===== src/hw/rtl/gpw_pkg.sv =====
// ----------------------------------------------------------------------------
// gpw_pkg: shared types and constants of the glyph pixel writer
// Field widths, register indexes, cursor limits and the 8x8 font table.
// ----------------------------------------------------------------------------
`default_nettype none

package gpw_pkg;

   // defaults of the top-level parameters
   localparam int FONT_CHARS_DEF = 256;
   localparam int ADDR_BITS_DEF  = 48;

   // glyph geometry
   localparam int GLYPH_ROWS   = 8;
   localparam int GLYPH_COLS   = 8;
   localparam int GLYPH_BITS   = GLYPH_ROWS * GLYPH_COLS;
   localparam int GLYPH_X_W    = $clog2(GLYPH_COLS);

   // field widths
   localparam int CODE_W       = 8;
   localparam int PIX_ADDR_W   = 48;
   localparam int COLOR_W      = 24;
   localparam int PITCH_W      = 16;
   localparam int SCR_WIDTH_W  = 14;
   localparam int COL_W        = 13;
   localparam int ROW_W        = 16;
   localparam int STRIDE_W     = PITCH_W - 2;
   // cursor_row * stride + cursor_col fits in this many bits
   localparam int IDX_W        = ROW_W + STRIDE_W + 1;
   localparam int MUL_CNT_W    = $clog2(STRIDE_W);

   // configuration port
   localparam int CSR_IDX_W    = 2;
   localparam int CSR_DATA_W   = PIX_ADDR_W;

   typedef enum logic [CSR_IDX_W-1:0] {
      CSR_FRAME_BASE  = 2'd0,
      CSR_LINE_PITCH  = 2'd1,
      CSR_SCR_WIDTH   = 2'd2,
      CSR_TEXT_COLOR  = 2'd3
   } csr_index_type;

   // register reset values
   localparam logic [PIX_ADDR_W-1:0]  FRAME_BASE_RST = '0;
   localparam logic [PITCH_W-1:0]     LINE_PITCH_RST = 16'd4096;
   localparam logic [SCR_WIDTH_W-1:0] SCR_WIDTH_RST  = 14'd1024;
   localparam logic [COLOR_W-1:0]     TEXT_COLOR_RST = 24'hFFFFFF;

   // cursor constants
   localparam logic [CODE_W-1:0]      NL_CODE   = 8'd10;
   localparam logic [ROW_W-1:0]       ROW_MAX   = 16'd65528;
   localparam logic [ROW_W-1:0]       ROW_STEP  = 16'd8;
   localparam logic [SCR_WIDTH_W-1:0] COL_STEP  = 14'd8;

   // font table, top row in the upper byte, leftmost pixel in the msb
   function automatic logic [GLYPH_BITS-1:0] font_glyph(input logic [CODE_W-1:0] code);
      logic [GLYPH_BITS-1:0] g;
      case (code)
         8'h41:   g = 64'h183C66667E666600;  // A
         8'h43:   g = 64'h3C66606060663C00;  // C
         8'h45:   g = 64'h7E60607C60607E00;  // E
         8'h49:   g = 64'h3C18181818183C00;  // I
         8'h4E:   g = 64'h66767E7E6E666600;  // N
         8'h4F:   g = 64'h3C66666666663C00;  // O
         8'h50:   g = 64'h7C66667C60606000;  // P
         8'h52:   g = 64'h7C66667C6C666600;  // R
         8'h53:   g = 64'h3C66603C06663C00;  // S
         8'h54:   g = 64'h7E18181818181800;  // T
         8'h56:   g = 64'hC3C3C3C3C3663C18;  // V
         8'h58:   g = 64'hC3C3663C183C66C3;  // X
         8'h59:   g = 64'h6666663C18181800;  // Y
         8'h2D:   g = 64'h0000007E00000000;  // dash
         default: g = '0;
      endcase
      return g;
   endfunction

endpackage

`default_nettype wire


===== src/hw/rtl/gpw_if.sv =====
// ----------------------------------------------------------------------------
// gpw channel interfaces
// Valid/ready channels for character words, pixel write words and
// register writes.
// ----------------------------------------------------------------------------
`default_nettype none

interface gpw_req_if;
   import gpw_pkg::*;
   logic              valid;
   logic              ready;
   logic [CODE_W-1:0] char_code;

   modport source (output valid, output char_code, input ready);
   modport sink   (input valid, input char_code, output ready);
endinterface

interface gpw_rsp_if;
   import gpw_pkg::*;
   logic                  valid;
   logic                  ready;
   logic [PIX_ADDR_W-1:0] pixel_addr;
   logic [COLOR_W-1:0]    pixel_value;
   logic                  last_pixel;

   modport source (output valid, output pixel_addr, output pixel_value,
                   output last_pixel, input ready);
   modport sink   (input valid, input pixel_addr, input pixel_value,
                   input last_pixel, output ready);
endinterface

interface gpw_csr_if;
   import gpw_pkg::*;
   logic                  valid;
   logic                  ready;
   logic [CSR_IDX_W-1:0]  index;
   logic [CSR_DATA_W-1:0] data;

   modport source (output valid, output index, output data, input ready);
   modport sink   (input valid, input index, input data, output ready);
endinterface

`default_nettype wire


===== src/hw/rtl/gpw_mul_serial.sv =====
// ----------------------------------------------------------------------------
// gpw_mul_serial: bit-serial multiply-add
// Computes mcand * mplier + addend one multiplier bit per cycle, lsb first,
// with a shift register on the multiplier and on the multiplicand.
// ----------------------------------------------------------------------------
`default_nettype none

module gpw_mul_serial (
   input  logic                         clock,
   input  logic                         reset,
   input  logic                         start,
   input  logic [gpw_pkg::STRIDE_W-1:0] mplier,
   input  logic [gpw_pkg::ROW_W-1:0]    mcand,
   input  logic [gpw_pkg::COL_W-1:0]    addend,
   output logic                         done,
   output logic [gpw_pkg::IDX_W-1:0]    product
);
   import gpw_pkg::*;

   logic                 busy_ff,   busy_in;
   logic                 done_ff,   done_in;
   logic [MUL_CNT_W-1:0] cnt_ff,    cnt_in;
   logic [STRIDE_W-1:0]  mplier_ff, mplier_in;
   logic [IDX_W-1:0]     mcand_ff,  mcand_in;
   logic [IDX_W-1:0]     acc_ff,    acc_in;

   // one shift-add step per cycle
   always_comb begin
      busy_in   = busy_ff;
      done_in   = 1'b0;
      cnt_in    = cnt_ff;
      mplier_in = mplier_ff;
      mcand_in  = mcand_ff;
      acc_in    = acc_ff;
      if (start) begin
         busy_in   = 1'b1;
         cnt_in    = '0;
         mplier_in = mplier;
         mcand_in  = IDX_W'(mcand);
         acc_in    = IDX_W'(addend);
      end else if (busy_ff) begin
         if (mplier_ff[0]) begin
            acc_in = acc_ff + mcand_ff;
         end
         mplier_in = mplier_ff >> 1;
         mcand_in  = mcand_ff << 1;
         cnt_in    = cnt_ff + 1'b1;
         if (cnt_ff == MUL_CNT_W'(STRIDE_W - 1)) begin
            busy_in = 1'b0;
            done_in = 1'b1;
         end
      end
   end

   // control state
   always_ff @(posedge clock) begin
      if (reset) begin
         busy_ff <= 1'b0;
         done_ff <= 1'b0;
         cnt_ff  <= '0;
      end else begin
         busy_ff <= busy_in;
         done_ff <= done_in;
         cnt_ff  <= cnt_in;
      end
   end

   // operand shift registers and accumulator
   always_ff @(posedge clock) begin
      mplier_ff <= mplier_in;
      mcand_ff  <= mcand_in;
      acc_ff    <= acc_in;
   end

   assign done    = done_ff;
   assign product = acc_ff;

endmodule

`default_nettype wire


===== src/hw/rtl/glyph_pixel_writer_core.sv =====
// ----------------------------------------------------------------------------
// glyph_pixel_writer_core: 8x8 text renderer producing pixel write words
// Takes one character word at a time and emits one write word per set glyph
// bit, keeping a text cursor between characters.
// ----------------------------------------------------------------------------
// A newline, a glyph with no set bits, or any character while frame_base is
// zero leaves the block idle, and the next character is taken in the cycle after.
// A drawn character is held through S_MUL, a bit-serial multiply of the cursor
// row by the 14-bit pixel stride (one stride bit per cycle), then through S_SCAN,
// which scans the glyph bits in raster order up to the last set bit, at most 64;
// a set bit waits while the pixel channel holds ready low.
// A new character is taken as soon as the last write word is in the output
// register. Registers may only be written while no character is in flight.
// ----------------------------------------------------------------------------
`default_nettype none

module glyph_pixel_writer_core #(
   parameter int FONT_CHARS = gpw_pkg::FONT_CHARS_DEF,
   parameter int ADDR_BITS  = gpw_pkg::ADDR_BITS_DEF
) (
   input  logic      clock,
   input  logic      reset,
   gpw_req_if.sink   req_port,
   gpw_rsp_if.source rsp_port,
   gpw_csr_if.sink   csr_port
);
   import gpw_pkg::*;

   // address bits kept on the pixel channel
   localparam int ADDR_EFF = (ADDR_BITS < PIX_ADDR_W) ? ADDR_BITS : PIX_ADDR_W;
   localparam logic [PIX_ADDR_W-1:0] ADDR_MASK = (ADDR_EFF >= PIX_ADDR_W) ?
      {PIX_ADDR_W{1'b1}} : ((PIX_ADDR_W'(1) << ADDR_EFF) - PIX_ADDR_W'(1));

   typedef enum logic [2:0] {
      S_IDLE = 3'b001,
      S_MUL  = 3'b010,
      S_SCAN = 3'b100
   } state_type;

   state_type               state_ff, state_in;

   // configuration registers
   logic [PIX_ADDR_W-1:0]   frame_base_ff;
   logic [PITCH_W-1:0]      line_pitch_ff;
   logic [SCR_WIDTH_W-1:0]  scr_width_ff;
   logic [COLOR_W-1:0]      text_color_ff;

   // cursor
   logic [COL_W-1:0]        cursor_col_ff, cursor_col_in;
   logic [ROW_W-1:0]        cursor_row_ff, cursor_row_in;

   // glyph scan
   logic [GLYPH_BITS-1:0]   glyph_ff,    glyph_in;
   logic [GLYPH_X_W-1:0]    gx_ff,       gx_in;
   logic [PIX_ADDR_W-1:0]   row_addr_ff, row_addr_in;

   // output register
   logic                    rsp_valid_ff, rsp_valid_in;
   logic [PIX_ADDR_W-1:0]   rsp_addr_ff,  rsp_addr_in;
   logic [COLOR_W-1:0]      rsp_value_ff, rsp_value_in;
   logic                    rsp_last_ff,  rsp_last_in;

   logic                    req_fire;
   logic                    csr_fire;
   logic                    is_newline;
   logic                    base_zero;
   logic                    code_blank;
   logic [GLYPH_BITS-1:0]   glyph_rom;
   logic                    draw_start;
   logic                    cursor_adv;
   logic                    row_adv;
   logic [STRIDE_W-1:0]     stride;
   logic                    slot_free;
   logic                    scan_bit;
   logic                    scan_rest_zero;
   logic                    scan_step;
   logic                    pix_load;
   logic                    glyph_done;
   logic [SCR_WIDTH_W-1:0]  next_col;
   logic                    col_wrap;
   logic [ROW_W-1:0]        row_sat;
   logic [PIX_ADDR_W-1:0]   pix_addr;
   logic                    mul_done;
   logic [IDX_W-1:0]        mul_prod;

   // handshakes
   assign req_fire         = req_port.valid && req_port.ready;
   assign csr_fire         = csr_port.valid && csr_port.ready;
   assign req_port.ready   = (state_ff == S_IDLE);
   assign csr_port.ready   = 1'b1;

   // character decode
   assign is_newline = (req_port.char_code == NL_CODE);
   assign base_zero  = (frame_base_ff == '0);
   assign code_blank = ({1'b0, req_port.char_code} >= (CODE_W + 1)'(FONT_CHARS));
   assign glyph_rom  = code_blank ? '0 : font_glyph(req_port.char_code);
   assign draw_start = req_fire && !base_zero && !is_newline && (glyph_rom != '0);
   assign row_adv    = req_fire && !base_zero && is_newline;

   // scan control, zero bits pass without needing the output slot
   assign stride         = line_pitch_ff[PITCH_W-1:2];
   assign slot_free      = !rsp_valid_ff || rsp_port.ready;
   assign scan_bit       = glyph_ff[GLYPH_BITS-1];
   assign scan_rest_zero = (glyph_ff[GLYPH_BITS-2:0] == '0);
   assign scan_step      = (state_ff == S_SCAN) && (!scan_bit || slot_free);
   assign pix_load       = scan_step && scan_bit;
   assign glyph_done     = pix_load && scan_rest_zero;
   assign cursor_adv     = glyph_done ||
                           (req_fire && !base_zero && !is_newline && (glyph_rom == '0));

   // pixel address within the current glyph row
   assign pix_addr = (row_addr_ff +
                      {{(PIX_ADDR_W - GLYPH_X_W - 2){1'b0}}, gx_ff, 2'b00}) & ADDR_MASK;

   // row start pixel index: cursor_row * stride + cursor_col, serially
   gpw_mul_serial u_mul (
      .clock   (clock),
      .reset   (reset),
      .start   (draw_start),
      .mplier  (stride),
      .mcand   (cursor_row_ff),
      .addend  (cursor_col_ff),
      .done    (mul_done),
      .product (mul_prod)
   );

   // sequencer and scan datapath
   always_comb begin
      state_in    = state_ff;
      glyph_in    = glyph_ff;
      gx_in       = gx_ff;
      row_addr_in = row_addr_ff;
      case (state_ff)
         S_IDLE: begin
            if (draw_start) begin
               state_in = S_MUL;
               glyph_in = glyph_rom;
               gx_in    = '0;
            end
         end
         S_MUL: begin
            if (mul_done) begin
               state_in    = S_SCAN;
               row_addr_in = frame_base_ff +
                             {{(PIX_ADDR_W - IDX_W - 2){1'b0}}, mul_prod, 2'b00};
            end
         end
         S_SCAN: begin
            if (scan_step) begin
               glyph_in = glyph_ff << 1;
               gx_in    = gx_ff + 1'b1;
               if (gx_ff == GLYPH_X_W'(GLYPH_COLS - 1)) begin
                  row_addr_in = row_addr_ff +
                                {{(PIX_ADDR_W - STRIDE_W - 2){1'b0}}, stride, 2'b00};
               end
               if (glyph_done) begin
                  state_in = S_IDLE;
               end
            end
         end
         default: begin
            state_in = S_IDLE;
         end
      endcase
   end

   // cursor advance with wrap and row saturation
   always_comb begin
      next_col      = {1'b0, cursor_col_ff} + COL_STEP;
      col_wrap      = (next_col >= scr_width_ff) || next_col[SCR_WIDTH_W-1];
      row_sat       = (cursor_row_ff >= (ROW_MAX - ROW_STEP)) ? ROW_MAX
                                                              : cursor_row_ff + ROW_STEP;
      cursor_col_in = cursor_col_ff;
      cursor_row_in = cursor_row_ff;
      if (row_adv || (cursor_adv && col_wrap)) begin
         cursor_col_in = '0;
         cursor_row_in = row_sat;
      end else if (cursor_adv) begin
         cursor_col_in = next_col[COL_W-1:0];
      end
   end

   // output register
   always_comb begin
      rsp_valid_in = rsp_valid_ff;
      rsp_addr_in  = rsp_addr_ff;
      rsp_value_in = rsp_value_ff;
      rsp_last_in  = rsp_last_ff;
      if (pix_load) begin
         rsp_valid_in = 1'b1;
         rsp_addr_in  = pix_addr;
         rsp_value_in = text_color_ff;
         rsp_last_in  = scan_rest_zero;
      end else if (rsp_port.ready) begin
         rsp_valid_in = 1'b0;
      end
   end

   // control state, cursor and registers
   always_ff @(posedge clock) begin
      if (reset) begin
         state_ff      <= S_IDLE;
         cursor_col_ff <= '0;
         cursor_row_ff <= '0;
         rsp_valid_ff  <= 1'b0;
         frame_base_ff <= FRAME_BASE_RST;
         line_pitch_ff <= LINE_PITCH_RST;
         scr_width_ff  <= SCR_WIDTH_RST;
         text_color_ff <= TEXT_COLOR_RST;
      end else begin
         state_ff      <= state_in;
         cursor_col_ff <= cursor_col_in;
         cursor_row_ff <= cursor_row_in;
         rsp_valid_ff  <= rsp_valid_in;
         if (csr_fire) begin
            case (csr_index_type'(csr_port.index))
               CSR_FRAME_BASE: frame_base_ff <= csr_port.data[PIX_ADDR_W-1:0];
               CSR_LINE_PITCH: line_pitch_ff <= csr_port.data[PITCH_W-1:0];
               CSR_SCR_WIDTH:  scr_width_ff  <= csr_port.data[SCR_WIDTH_W-1:0];
               CSR_TEXT_COLOR: text_color_ff <= csr_port.data[COLOR_W-1:0];
               default:        frame_base_ff <= frame_base_ff;
            endcase
         end
      end
   end

   // payload registers
   always_ff @(posedge clock) begin
      glyph_ff     <= glyph_in;
      gx_ff        <= gx_in;
      row_addr_ff  <= row_addr_in;
      rsp_addr_ff  <= rsp_addr_in;
      rsp_value_ff <= rsp_value_in;
      rsp_last_ff  <= rsp_last_in;
   end

   assign rsp_port.valid       = rsp_valid_ff;
   assign rsp_port.pixel_addr  = rsp_addr_ff;
   assign rsp_port.pixel_value = rsp_value_ff;
   assign rsp_port.last_pixel  = rsp_last_ff;

   // cursor stays on the text grid and at or below the row limit
   a_cursor_grid: assert property (@(posedge clock) disable iff (reset)
      (cursor_col_ff[2:0] == 3'b000) && (cursor_row_ff[2:0] == 3'b000) &&
      (cursor_row_ff <= ROW_MAX))
      else $error("cursor off the text grid");

   // a glyph being scanned always has a set bit left
   a_scan_nonempty: assert property (@(posedge clock) disable iff (reset)
      (state_ff == S_SCAN) |-> (glyph_ff != '0))
      else $error("scan with no set bit left");

   // the multiplier finishes only while the sequencer waits for it
   a_mul_done_state: assert property (@(posedge clock) disable iff (reset)
      mul_done |-> (state_ff == S_MUL))
      else $error("multiply finished outside its wait state");

   // the final pixel of a glyph is presented flagged and the block goes idle
   a_last_pixel: assert property (@(posedge clock) disable iff (reset)
      glyph_done |=> (state_ff == S_IDLE) && rsp_valid_ff && rsp_last_ff)
      else $error("final pixel not flagged or block not idle");

endmodule

`default_nettype wire

===== src/flat_wrapper.sv =====
// flat-port wrapper written by rule: the top's interface ports become plain ports
module glyph_pixel_writer_core_flat import gpw_pkg::*;
#(
   parameter int FONT_CHARS = gpw_pkg::FONT_CHARS_DEF,
   parameter int ADDR_BITS  = gpw_pkg::ADDR_BITS_DEF
)
  (clock, reset, req_port_valid, req_port_char_code, req_port_ready, rsp_port_valid, rsp_port_pixel_addr, rsp_port_pixel_value, rsp_port_last_pixel, rsp_port_ready, csr_port_valid, csr_port_index, csr_port_data, csr_port_ready);
  gpw_req_if req_port_i ();
  gpw_rsp_if rsp_port_i ();
  gpw_csr_if csr_port_i ();
  input  logic clock;
  input  logic reset;
  input wire logic [$bits(req_port_i.valid)-1:0] req_port_valid;
  input wire logic [$bits(req_port_i.char_code)-1:0] req_port_char_code;
  output wire logic [$bits(req_port_i.ready)-1:0] req_port_ready;
  output wire logic [$bits(rsp_port_i.valid)-1:0] rsp_port_valid;
  output wire logic [$bits(rsp_port_i.pixel_addr)-1:0] rsp_port_pixel_addr;
  output wire logic [$bits(rsp_port_i.pixel_value)-1:0] rsp_port_pixel_value;
  output wire logic [$bits(rsp_port_i.last_pixel)-1:0] rsp_port_last_pixel;
  input wire logic [$bits(rsp_port_i.ready)-1:0] rsp_port_ready;
  input wire logic [$bits(csr_port_i.valid)-1:0] csr_port_valid;
  input wire logic [$bits(csr_port_i.index)-1:0] csr_port_index;
  input wire logic [$bits(csr_port_i.data)-1:0] csr_port_data;
  output wire logic [$bits(csr_port_i.ready)-1:0] csr_port_ready;
  assign req_port_i.valid = req_port_valid;
  assign req_port_i.char_code = req_port_char_code;
  assign req_port_ready = req_port_i.ready;
  assign rsp_port_valid = rsp_port_i.valid;
  assign rsp_port_pixel_addr = rsp_port_i.pixel_addr;
  assign rsp_port_pixel_value = rsp_port_i.pixel_value;
  assign rsp_port_last_pixel = rsp_port_i.last_pixel;
  assign rsp_port_i.ready = rsp_port_ready;
  assign csr_port_i.valid = csr_port_valid;
  assign csr_port_i.index = csr_port_index;
  assign csr_port_i.data = csr_port_data;
  assign csr_port_ready = csr_port_i.ready;
  glyph_pixel_writer_core #(.FONT_CHARS(FONT_CHARS), .ADDR_BITS(ADDR_BITS)) u_core (.clock(clock), .reset(reset), .req_port(req_port_i), .rsp_port(rsp_port_i), .csr_port(csr_port_i));
endmodule

===== config.mk =====
export PLATFORM = sky130hd
export DESIGN_NAME = glyph_pixel_writer_core_flat
export DESIGN_NICKNAME = d
export VERILOG_FILES = /design/src/hw/rtl/gpw_pkg.sv /design/src/hw/rtl/gpw_if.sv /design/src/hw/rtl/gpw_mul_serial.sv /design/src/hw/rtl/glyph_pixel_writer_core.sv /design/src/flat_wrapper.sv
export SDC_FILE = /design/constraint.sdc
export NUM_CORES = 1
export LEC_CHECK = 0
export BUFFER_PORTS_ARGS = -buffer_cell sky130_fd_sc_hd__buf_2
export CORE_MARGIN = 3
export CORE_UTILIZATION = 40
export DETAILED_ROUTE_END_ITERATION = 12
export PLACE_DENSITY_LB_ADDON = 0.3
export SKIP_CTS_REPAIR_TIMING = 1
export SYNTH_ARGS = -nofsm -noshare
export SYNTH_HDL_FRONTEND = slang
export SYNTH_HIERARCHICAL = 1
export SYNTH_SLANG_ARGS = --single-unit

===== constraint.sdc =====
create_clock -name clock -period 7.1 [get_ports clock]
set_clock_uncertainty 0.05 [all_clocks]
set_input_delay 1.065 -clock clock [delete_from_list [all_inputs] [get_ports clock]]
set_output_delay 1.065 -clock clock [all_outputs]
set_load 0.01 [all_outputs]

Word level (Yosys, flattened, before mapping)
Index checks and enable logic that the tools add are counted. W data, S select, Z words.

Word-level logic and storage cells: 132. Output and inout port bits: 76. Register bits after elaboration: 405. Bits of input ports: 63.

Reductions and logical operators: 41. Bitwise gates (word level): 1. Order comparisons: 2. Multiplexer cells: 30. Equality and inequality tests: 28. Add/subtract/negate cells: 8.

Operators with widths (number): $pmux W64 S14 (1); $mux W48 (3); $mux W64 (2); $pmux W64 S2 (1); $eq A8 B7 Y1 const B (13); $pmux W48 S2 (1); $logic_not A64 Y1 (1); $reduce_bool A64 Y1 (1); $logic_not A63 Y1 (1); $add A48 B16 Y48 (1); $add A48 B33 Y48 (1); $add A48 B5 Y48 (1); $logic_not A48 Y1 (1); $mux W16 (3); $mux W13 (3); $add A31 B31 Y31 (1); $mux W14 (2); $mux W3 (6); $add A16 B4 Y16 const B (1); $ge A16 B16 Y1 const B (1); $add A13 B4 Y14 const B (1); $ge A14 B14 Y1 (1); $reduce_and A2 Y1 (6); $logic_and A1 B1 Y1 (10); other kinds (24) (47).

Depth between registers and ports, before layout
Gate-level depths: netlist of run 1.

Depth after elaboration: 10. Mapped depth: 16.

By module
Netlist of run 1, hierarchy kept.

Modules (own cells, without submodules): glyph_pixel_writer_core (area an instance 17067.6 µm², cells each 1833, instances 1); gpw_mul_serial (area an instance 5014.8 µm², cells each 500, instances 1).

Least setup slack after synthesis of run 1
Ideal clock, no wire load.

Kind: in2reg. Start point: input port req_port_char_code[5]. End point: register u_core.glyph_ff[0] (enable). Setup time: 0.514 ns. Cell stages on the path: 7. Path slack: 0.895 ns. Data required time: 6.536 ns. Data arrival time: 5.641 ns. Buffers on the path: 1. Path through: or3b_1 -> buf_2 -> or3_4 -> and2_4 -> o31ai_2 -> nand2b_1 -> a21oi_1.

Word-level cells in the longest chain between the ends: 6.

Ends and longest elaborated chain: start, declared (line flat_wrapper.sv:14) `input wire logic [$bits(req_port_i.char_code)-1:0] req_port_char_code;`; $eq A8 B6 Y1 (tied with other cells) (line gpw_pkg.sv:58) `case (code)`; $pmux W64 S14 or $logic_not A1 Y1 (tied branches) (line gpw_pkg.sv:58, glyph_pixel_writer_core.sv:97); $reduce_bool A64 Y1 or $logic_and A1 B1 Y1 (tied branches) (line glyph_pixel_writer_core.sv:97) `assign draw_start = req_fire && !base_zero && !is_newline && (glyph_rom != '0);`; $logic_and A1 B1 Y1 (*) (line glyph_pixel_writer_core.sv:97); $ne A2 B2 Y1 (no source line) (*); $reduce_and A3 Y1 (no source line) (*); end signal, assigned (line glyph_pixel_writer_core.sv:229) `glyph_ff <= glyph_in;`; end, declared (line glyph_pixel_writer_core.sv:53) `logic [GLYPH_BITS-1:0] glyph_ff, glyph_in;`.

Every way passes the cells marked *; elsewhere a longest branch is shown, timed or not. A chain may end at the register's enable or synchronous reset.

Final worst setup path of run 1
Start point: input port req_port_char_code[1]. End point: register u_core.u_mul.acc_ff[0] (netlist: u_core/u_mul/product[0]) (enable).

Word-level cells in the longest chain between the ends: 6.

Ends and longest elaborated chain: $eq A8 B6 Y1 (tied with other cells) (line gpw_pkg.sv:58); $pmux W64 S14 or $logic_not A1 Y1 (tied branches) (line gpw_pkg.sv:58, glyph_pixel_writer_core.sv:97); $reduce_bool A64 Y1 or $logic_and A1 B1 Y1 (tied branches) (line glyph_pixel_writer_core.sv:97); $logic_and A1 B1 Y1 (*) (line glyph_pixel_writer_core.sv:97); via u_core.draw_start (line glyph_pixel_writer_core.sv:69) `logic draw_start;`; $reduce_bool A2 Y1 (no source line); $reduce_and A2 Y1 (no source line) (*); end signal, assigned (line gpw_mul_serial.sv:72) `acc_ff <= acc_in;`; end, declared (line gpw_mul_serial.sv:25) `logic [IDX_W-1:0] acc_ff, acc_in;`.

Mark *: on every way through the listed nets, which the timed path passes. The rest lies on a longest branch.

==> results, run 1 <==
- The critical path in this run is classified as in2reg.
- The overall routing resource usage is 0.205.
- The number of global-route vias before repair was around 17,000.
- The share of synthesized area in the top cell type comes to 0.314.
- The die width is 241 µm.
- The number of buffers on the longest clock path is 3.
- Detailed placement finished with a half-perimeter wire length of around 44,000 µm.
- Yosys printed 6 warnings.
- The number of top-level design ports is approximately 140.
- Setup repair after global routing left no endpoint under its margin.
- For met2 alone, demand over resource in global routing was 0.344.
- The full die area is around 58,000 µm².
- In the routed layout, each cell is associated on average with a via count of between 5 and 6.
- The max-slew violation count was 0.
- Clock tree synthesis found a total of approximately 400 sinks.
- In the finished design, the share of the clock period the worst path needs comes to 0.618.
- The critical path arrival is 4.54 ns.
- The final weighted congestion of routability-driven global placement is slightly below 0.9.
- The TritonCTS buffer count is 44.
- The die height is 241 µm.
- The floorplan has 85 rows.
- The number of DRC markers in iteration 0 is about 1,300.
- After detailed placement, the design holds a cell count of ~3,100.
- The routed design has roughly 60,000 µm of wire.
- The detailed-route DRC error count is 0.
- The path class of the tightest hold or removal check is reg2reg.
- The number of nets in the layout is roughly 2,600.
- After synthesis the cells add up to roughly 22,000 µm².
- The overall via count from detail_route is 17,500.
- By area the synthesized netlist is led by edfxtp_1, dfxtp_1, nand2_1.
- The number of maximum-capacitance constraint violations is 0.
- The worst-case IR drop observed on VDD is 0.000199 V.
- The type of origin of the critical path is an input pin.
- The repair_antennas step left the layout with diodes totalling 0.
- The portion of the post-synthesis area used by sequential elements is 0.465.
- The area added between synthesis and finish is 11.5%.
- The top fanout value on the critical path is 33.
- The effective utilization at floorplan is 0.407.
- After filler insertion, the fill cell instance count of the layout stands at around 5,200.
- Measured against its own limit, the worst slew margin works out to 0.147.
- The detail-routed net length per standard cell is slightly below 20 µm.
- The ratio of cells with drive above 1 in the final layout is 0.118.
- The detailed-routing iteration count for the pre-antenna-repair pass is 6.
- The first-pass GRT wire length is 94,800 µm.
- Summed over all cells, the static leakage comes to just over 0.009 µW.
- The maximum number of pins on one net before global-route repair is between 100 and 150.
- The setup TNS after final layout is 0 ns.
- After clock tree synthesis, the clock-pin slew on the worst setup and hold paths is about 0.06 ns.
- The number of antenna violations at the first check in global routing is 0.
- For met1 alone, demand over resource in global routing was 0.281.
- TritonCTS built the clock tree.
- The finished layout holds roughly 3,100 standard cells, fillers aside.
- The total of buffers placed on input and output ports is around 140.
- The power density over the cells is about 250 nW/µm².
- After synthesis, the netlist uses between 90 and 100 different library cells.
- The critical path required time is roughly 7.3 ns.
- The clock latency on the worst-skew pair is around 0.58 ns.
- The commonest non-fill, non-tap cell in the layout is nand2_1.
- The smallest clock period supported by the final layout is computed as 4.38 ns.
- The core region is between 50,000 and 60,000 µm².
- STA classifies the critical path endpoint as a flip-flop.
- The mean cell area of the mapped netlist is between 9 and 10 µm².
- The global-route met3 utilization is 0.0293.
- In the synthesized netlist the dominant register cell turns out to be edfxtp_1.
- The gate count of the mapped netlist is 2,333.
- Synthesis inferred approximately 400 register bits.
- The number of failing hold endpoints at the final stage is 0.
- The timing-limited maximum frequency is 0.228 GHz.
- In this run, synthesis inferred approximately 230 flip-flops with an integrated enable.
- Of all flip-flops after synthesis, the portion carrying an async set or reset was 0.
- The count of nets left with antenna violations once routing finished came out at 0.
- The slew at the pin closest to its max-slew limit is approximately 1.3 ns.
- Setup violations remaining at the end of the flow were counted as 0.
- In the layout the commonest cells are nand2_1, edfxtp_1, a21oi_1.
- For this run the aggregate overflow at the end of global routing stands at 0.
- The cell type with the largest total area after synthesis is edfxtp_1.
- met2 is the most crowded layer.
- CTS built an H-tree with a depth of 2.
- The run finished with clean final reports.
- In this run the clock root is driven by a clkbuf_16.
==> cell families (layout without fill, tap and decap cells) <==
kind of cell    after synthesis  after routing  share of synthesized area
buf+inv                     180            284                     0.0371
flops                       397            397                      0.465
other cells                   2              7                   0.000340
compound gates              532            532                      0.152
xor+xnor                    168            168                     0.0666
mux                          65             65                     0.0312
simple gates                890            890                      0.191
fa+ha+maj                    99             99                     0.0575
==> worst paths after layout <==
path                                                             from                                   endpoint  slack [ns]  cells past startpoint
worst min register to register  u_core/text_color_ff[21]$_SDFFE_PP1P_  u_core/rsp_port.pixel_value[21]$_DFFE_PP_        0.38                      0
worst max register to register  u_core/frame_base_ff[39]$_SDFFE_PP0P_          u_core/u_mul/product[0]$_DFFE_PP_        2.72                      9
worst max-delay path                            req_port_char_code[1]          u_core/u_mul/product[0]$_DFFE_PP_        2.72                      9
worst min-delay path            u_core/text_color_ff[21]$_SDFFE_PP1P_  u_core/rsp_port.pixel_value[21]$_DFFE_PP_        0.38                      0
==> final cells by class <==
cell class	instances	area (µm²)	share of cell area
clock buffer	56	1200	0.0486
inverter	55	206	0.00838
clock inverter	24	259	0.0105
timing repair buffer	149	778	0.0316
sequential	397	10300	0.417
multi-input combinational	1761	11100	0.449
tap	696	871	0.0354
==> state kept, by name, summed over array words and instances (netlist names), 24 cells and up <==
signal,count
u_core/frame_base_ff,48
u_core/text_color_ff,24
u_core/rsp_port.pixel_addr,48
u_core/row_addr_ff,48
u_core/u_mul/product,31
u_core/rsp_port.pixel_value,24
u_core/u_mul/mcand_ff,31
u_core/glyph_ff,64
==> critical path, stage by stage <==
cell and delay, ns:
buf_2 0.42, nand2b_1 0.14, nor4b_1 0.66, nand2b_1 0.24, nand2b_1 0.30, inv_2 0.21
buf_4 0.28, nor2_1 0.69, inv_1 0.50
==> report_power, final <==
| part | internal [µW] | leakage [µW] | switching [µW] | total, µW |
|---|---|---|---|---|
| Combinational | 451 | 0.00515 | 747 | 1200 |
| Clock | 1350 | 0.000710 | 963 | 2310 |
| Sequential | 2570 | 0.00343 | 125 | 2700 |
| Total | 4370 | 0.00929 | 1830 | 6210 |
==> Yosys cell counts, drive strengths merged (39+ instances only) <==
library cell  count
a21o             49
dfxtp           166
nand2           381
inv              55
ha               95
xor2             71
a21oi           224
clkbuf           93
nand4            52
o21ai            89
nor2            167
xnor2            97
edfxtp          231
nor3             39
nand3            52
nor4             39
==> layer usage <==
metal  vias to the layer above  part of all wire
met5                         -                 0
met1                      8452              0.46
met3                        77             0.046
met2                       451              0.47
li1                       8564                 -
met4                         0             0.020
==> metrics by stage <==
| stage | hold WS (ns) | instance area, µm² | setup WS [ns] | total power [µW] | utilization |
|---|---|---|---|---|---|
| global route | 0.382 | 24600 | 2.36 | 6500 | 0.454 |
| floorplan | 0.350 | 22100 | 0.895 | 3660 | - |
| global placement | 0.363 | 23200 | 2.13 | 3900 | 0.427 |
| detailed placement | 0.365 | 23200 | 2.07 | 3920 | 0.427 |
| finish | 0.377 | 24600 | 2.72 | 6210 | 0.454 |
| CTS | 0.379 | 24600 | 2.68 | 6250 | 0.454 |
Note: power is estimated with default switching activity, not from simulation.
==> inputs of run 2 (changes only) <==
--- a/config.mk
+++ b/config.mk
@@ -5,6 +5,7 @@
 export SDC_FILE = /design/constraint.sdc
 export NUM_CORES = 1
 export LEC_CHECK = 0
+export ABC_AREA = 1
 export BUFFER_PORTS_ARGS = -buffer_cell sky130_fd_sc_hd__buf_2
 export CORE_MARGIN = 3
 export CORE_UTILIZATION = 40
==> constraint.sdc (replaced) <==
create_clock -name clock -period 4.54 [get_ports clock]
set_clock_uncertainty 0.05 [all_clocks]
set_input_delay 0.681 -clock clock [delete_from_list [all_inputs] [get_ports clock]]
set_output_delay 0.681 -clock clock [all_outputs]
set_load 0.01 [all_outputs]
==> run 2 against run 1 <==
  * Via count is 24% higher
  * Sequential cell count stayed put
  * Register-to-register slack worse by 1.3 ns
  * Largest power group unchanged
  * Largest cell class unchanged
  * Count of clock-buffer cells in the layout is 14 higher
==> results, run 2 <==
- The run finished with clean final reports.
- The CTS tree is yes.
- The number of failing hold endpoints at the final stage is 0 (unchanged).
- The critical path arrival came to 3.40 ns (-1.14 ns).
- The number of antenna violations at the first check in global routing is 1 (+1).
- The cell type with the largest total area after synthesis is edfxtp_1.
- The area share of the largest cell type after synthesis is 0.288 (-0.0260).
- The clock latency on the worst-skew pair came to 0.58 ns (about the same).
- Derived from the worst setup path, the maximum achievable clock frequency is 0.319 GHz.
- The library cells used most frequently in the layout, excluding fill and tap cells, are nand2_1, nor2_1, inv_1.
- The cell area after synthesis is 24,100 µm² (+9.0%).
- The worst path in the final design needs a cycle of between 3 and 4 ns, including I/O delays and setup.
- The worst-path cell with the longest stage delay is edfxtp_1.
- The count of clock tree sinks was 397 (unchanged).
- The ratio of routed vias to standard cells is 5.12 (-8.4%).
- The effective utilization at floorplan is 0.406 (-0.000691).
- The period utilization is 0.690.
- The flop and latch count out of synthesis is 397 (unchanged).
- The gate count of the mapped netlist is 3,314 (+42%).
- The number of routed nets with antenna violations is 0 (unchanged).
- The detailed-route DRC error count is 0 (unchanged).
- u_core/glyph_ff holds more flip-flops than any other register.
- Yosys attributes the largest share of cell area to edfxtp_1, dfxtp_1, nand2_1.
- The count of flip-flops with a built-in enable after synthesis came to 231 (unchanged).
- The slew at the pin closest to its max-slew limit is 0.958 ns (-0.318 ns).
- The clock root buffer is clkbuf_16.
- The post-detailed-routing wire length is 71,400 µm (+18%).
- The proportion of power drawn by combinational gates is 0.215 (+0.022).
- The final standard cell count with taps included and fillers excluded came to 4,251 (+35%).
- The number of top-level design ports is 139 (unchanged).
- The critical path goes through ha_1 > inv_1 > fa_1 > inv_1 > nand2_1 > nand2_1 > nand3_1 > nor2_2 > nand3_2 > nor2_1 > nand3_1 > nor2_1 > nand3_1 > xor2_1.
- The count of distinct cell types in the synthesized netlist is 53 (-43%).
- The switching part of the total power is 0.310 (+0.0146).
- The sequential group share of total power was 0.425 (-0.009).
- The count of yosys warnings during synthesis was 6 (unchanged).
- The number of rows created at floorplan is 89 (+4.7%).
- The detailed-routing iteration count for the pre-antenna-repair pass is 6 (unchanged).
- The cell total after placement was 4,167 (+36%).
- The critical path's top delay family is simple AND/OR/NAND/NOR gates.
- The fill cell total of the finished layout is 6,072 (+17%).
- For this run, the leading register cell type out of synthesis is edfxtp_1.
- The remaining global-route overflow was 0 (unchanged).
- The number of buffers on the longest clock path is 3 (unchanged).
- The leakage power of the design is 0.0125 µW (+35%).
- The HPWL reported at the end of detailed placement was 55,000 µm (+24%).
- The clock transition at the register clock pins on the worst setup and hold paths after CTS is 0.06 ns (about the same).
- The worst hold path belongs to the class in2reg.
- The max-slew violation count is 0 (unchanged).
- The setup TNS after final layout is 0 ns (unchanged).
- The internal power consumption was 6950 µW (+59%).
- The mean cell area of the mapped netlist was 7.27 µm² (-23%).
- STA classifies the critical path endpoint as a flip-flop.
- The die height is 251 µm (+4.3%).
- The setup violation total in the final timing report came to 0 (unchanged).
- The overall power of the completed layout is 10,100 µW (+62%).
- The delay contributed by the slowest stage of the critical path is 0.48 ns (-0.21 ns).
- The utilization after layout is 0.457 (+0.00334).
- The clock network fraction of total power is 0.359 (-0.014).
- The maximum number of pins on one net before global-route repair is 78 (-25%).
- Setup repair after global routing left no endpoint under its margin.
- The H-tree level count is 2 (unchanged).
- The TritonCTS buffer count is 45 (+2.3%).
- The critical path required time came to 4.80 ns (-2.45 ns).
- The core outline area is 59,200 µm² (+9.2%).
- The commonest non-fill, non-tap cell in the layout is nand2_1.
- The die width came to 251 µm (+4.3%).
- The slack of the critical path is 1.41 ns (-1.31 ns).
- The worst slew slack as a fraction of its limit was 0.359 (+0.212).
- The overall via count from detail_route is 21,800 (+24%).
- The portion of the post-synthesis area used by sequential elements is 0.426 (-0.0385).
- The number of global-route vias before repair came to 20,500 (+20%).
- The total of buffers placed on input and output ports is 137 (unchanged).
- The ratio of cells with drive above 1 in the final layout came to 0.0909 (-0.0267).
- The buffering stage count on the worst path with inverters included is 2 (-2).
- The number of nets in the layout came to 3,603 (+40%).
- By startpoint and endpoint, the worst setup path is classified as reg2reg.
- The number of maximum-capacitance constraint violations is 0 (unchanged).
- The final weighted congestion of routability-driven global placement is 0.952 (+8.0%).
- By instance count, the leading cell after synthesis is nand2_1.
- The detail-routed net length per standard cell came to 16.8 µm (-13%).
- The overall routing resource usage is 0.223 (+0.0180).
- The power density over the cells was 372 nW/µm² (+48%).
- By count the netlist is led by nand2_1, nor2_1, inv_1, o21ai_0, edfxtp_1.
- The type of origin of the critical path is a flip-flop.
- The first-pass GRT wire length is 111,000 µm (+18%).
- The number of DRC markers in iteration 0 came to 2,108 (+61%).
- The full die area is 63,200 µm² (+8.8%).
- The antenna diode count is 0 (unchanged).
- The total net switching power was 3130 µW (+70%).
- The pre-CTS setup slack is 1.17 ns (-0.908 ns).
- The cell that appears most often on the critical path is nand3_1.
- The top fanout value on the critical path is 3 (-91%).
- The number of flip-flops under the largest register name was 64 (unchanged).
- The area added between synthesis and finish is 12.5%.
- The peak ir drop on the vdd network is 0.000279 V (+40%).
- The fraction of registers with async set or reset after synthesis is 0 (unchanged).
-- run 2: cell types whose count changed after synthesis, sizes merged, moves of 34 or more --
cell   previous run  this run
a21o             49         6
inv              55       423
mux2i            35         1
nand2           381       882
nand3            52       244
nor2            167       498
o21ai            89       250
xnor2            97        24
-- run 2: per-stage QoR --
| stage | hold slack (ns) | cell area [µm²] |
|---|---|---|
| 2_1_floorplan | 0.350 | 24100 |
| 3_3_place_gp | 0.361 | 25600 |
| 3_5_place_dp | 0.359 | 25600 |
| 4_1_cts | 0.245 | 27100 |
| 5_1_grt | 0.264 | 27100 |
| 6_report | 0.274 | 27100 |
-- run 2: cells by family (layout without fill, tap and decap cells) --
group	count (synthesis)	count (layout)	synth area share
xor gates and xnor gates	80	80	0.0291
AOI/OAI and AO/OA	486	486	0.106
DFF	397	397	0.426
and+or+nand+nor	1745	1745	0.306
other	2	7	0.000312
buffers and inverters	504	663	0.0799
muxes	1	1	0.000416
adders and majority gates	99	99	0.0527
-- run 2: final timing paths --
path,startpoint,endpoint,slack [ns],depth (start not counted)
setup reg to reg,u_core/gx_ff[0]$_SDFFCE_PN0P_,u_core/rsp_port.pixel_addr[46]$_DFFE_PP_,1.41,14
hold reg to reg,u_core/row_addr_ff[1]$_DFFE_PP_,u_core/rsp_port.pixel_addr[1]$_DFFE_PP_,0.37,0
setup / recovery,u_core/gx_ff[0]$_SDFFCE_PN0P_,u_core/rsp_port.pixel_addr[46]$_DFFE_PP_,1.41,14
hold / removal,csr_port_data[26],u_core/frame_base_ff[26]$_SDFFE_PP0P_,0.27,3
-- run 2: layer usage --
| layer | track usage | part of all wire |
|---|---|---|
| met5 | 0 | 0.00015 |
| met4 | 0.0812 | 0.037 |
| met3 | 0.0296 | 0.063 |
| met2 | 0.358 | 0.44 |
| met1 | 0.310 | 0.46 |
-- run 2: power groups by stage --
| stage | logic (µW) | registers (µW) | clock network [µW] |
|---|---|---|---|
| floorplan | 1600 | 4260 | 0 |
| global placement | 2110 | 4350 | 0 |
| detailed placement | 2120 | 4360 | 0 |
| CTS | 2130 | 4280 | 3720 |
| global route | 2470 | 4310 | 3870 |
| finish | 2170 | 4290 | 3620 |
-- run 2: cell type report --
cell class | count | area, µm² | area share
Multi-Input combinational cell | 2418 | 12000 | 0.441
Inverter | 424 | 1590 | 0.0588
Clock inverter | 14 | 118 | 0.00434
Sequential cell | 397 | 10300 | 0.379
Clock buffer | 70 | 1380 | 0.0508
Tap cell | 773 | 967 | 0.0357
Timing Repair Buffer | 155 | 821 | 0.0303
-- run 2: worst register-to-register path, stage by stage (launching register included) --
cell and delay (ns):
edfxtp_1 0.48, ha_1 0.21, inv_1 0.05, fa_1 0.41, inv_1 0.07, nand2_1 0.05
nand2_1 0.11, nand3_1 0.14, nor2_2 0.18, nand3_2 0.12, nor2_1 0.19, nand3_1 0.18
nor2_1 0.33, nand3_1 0.15, xor2_1 0.17
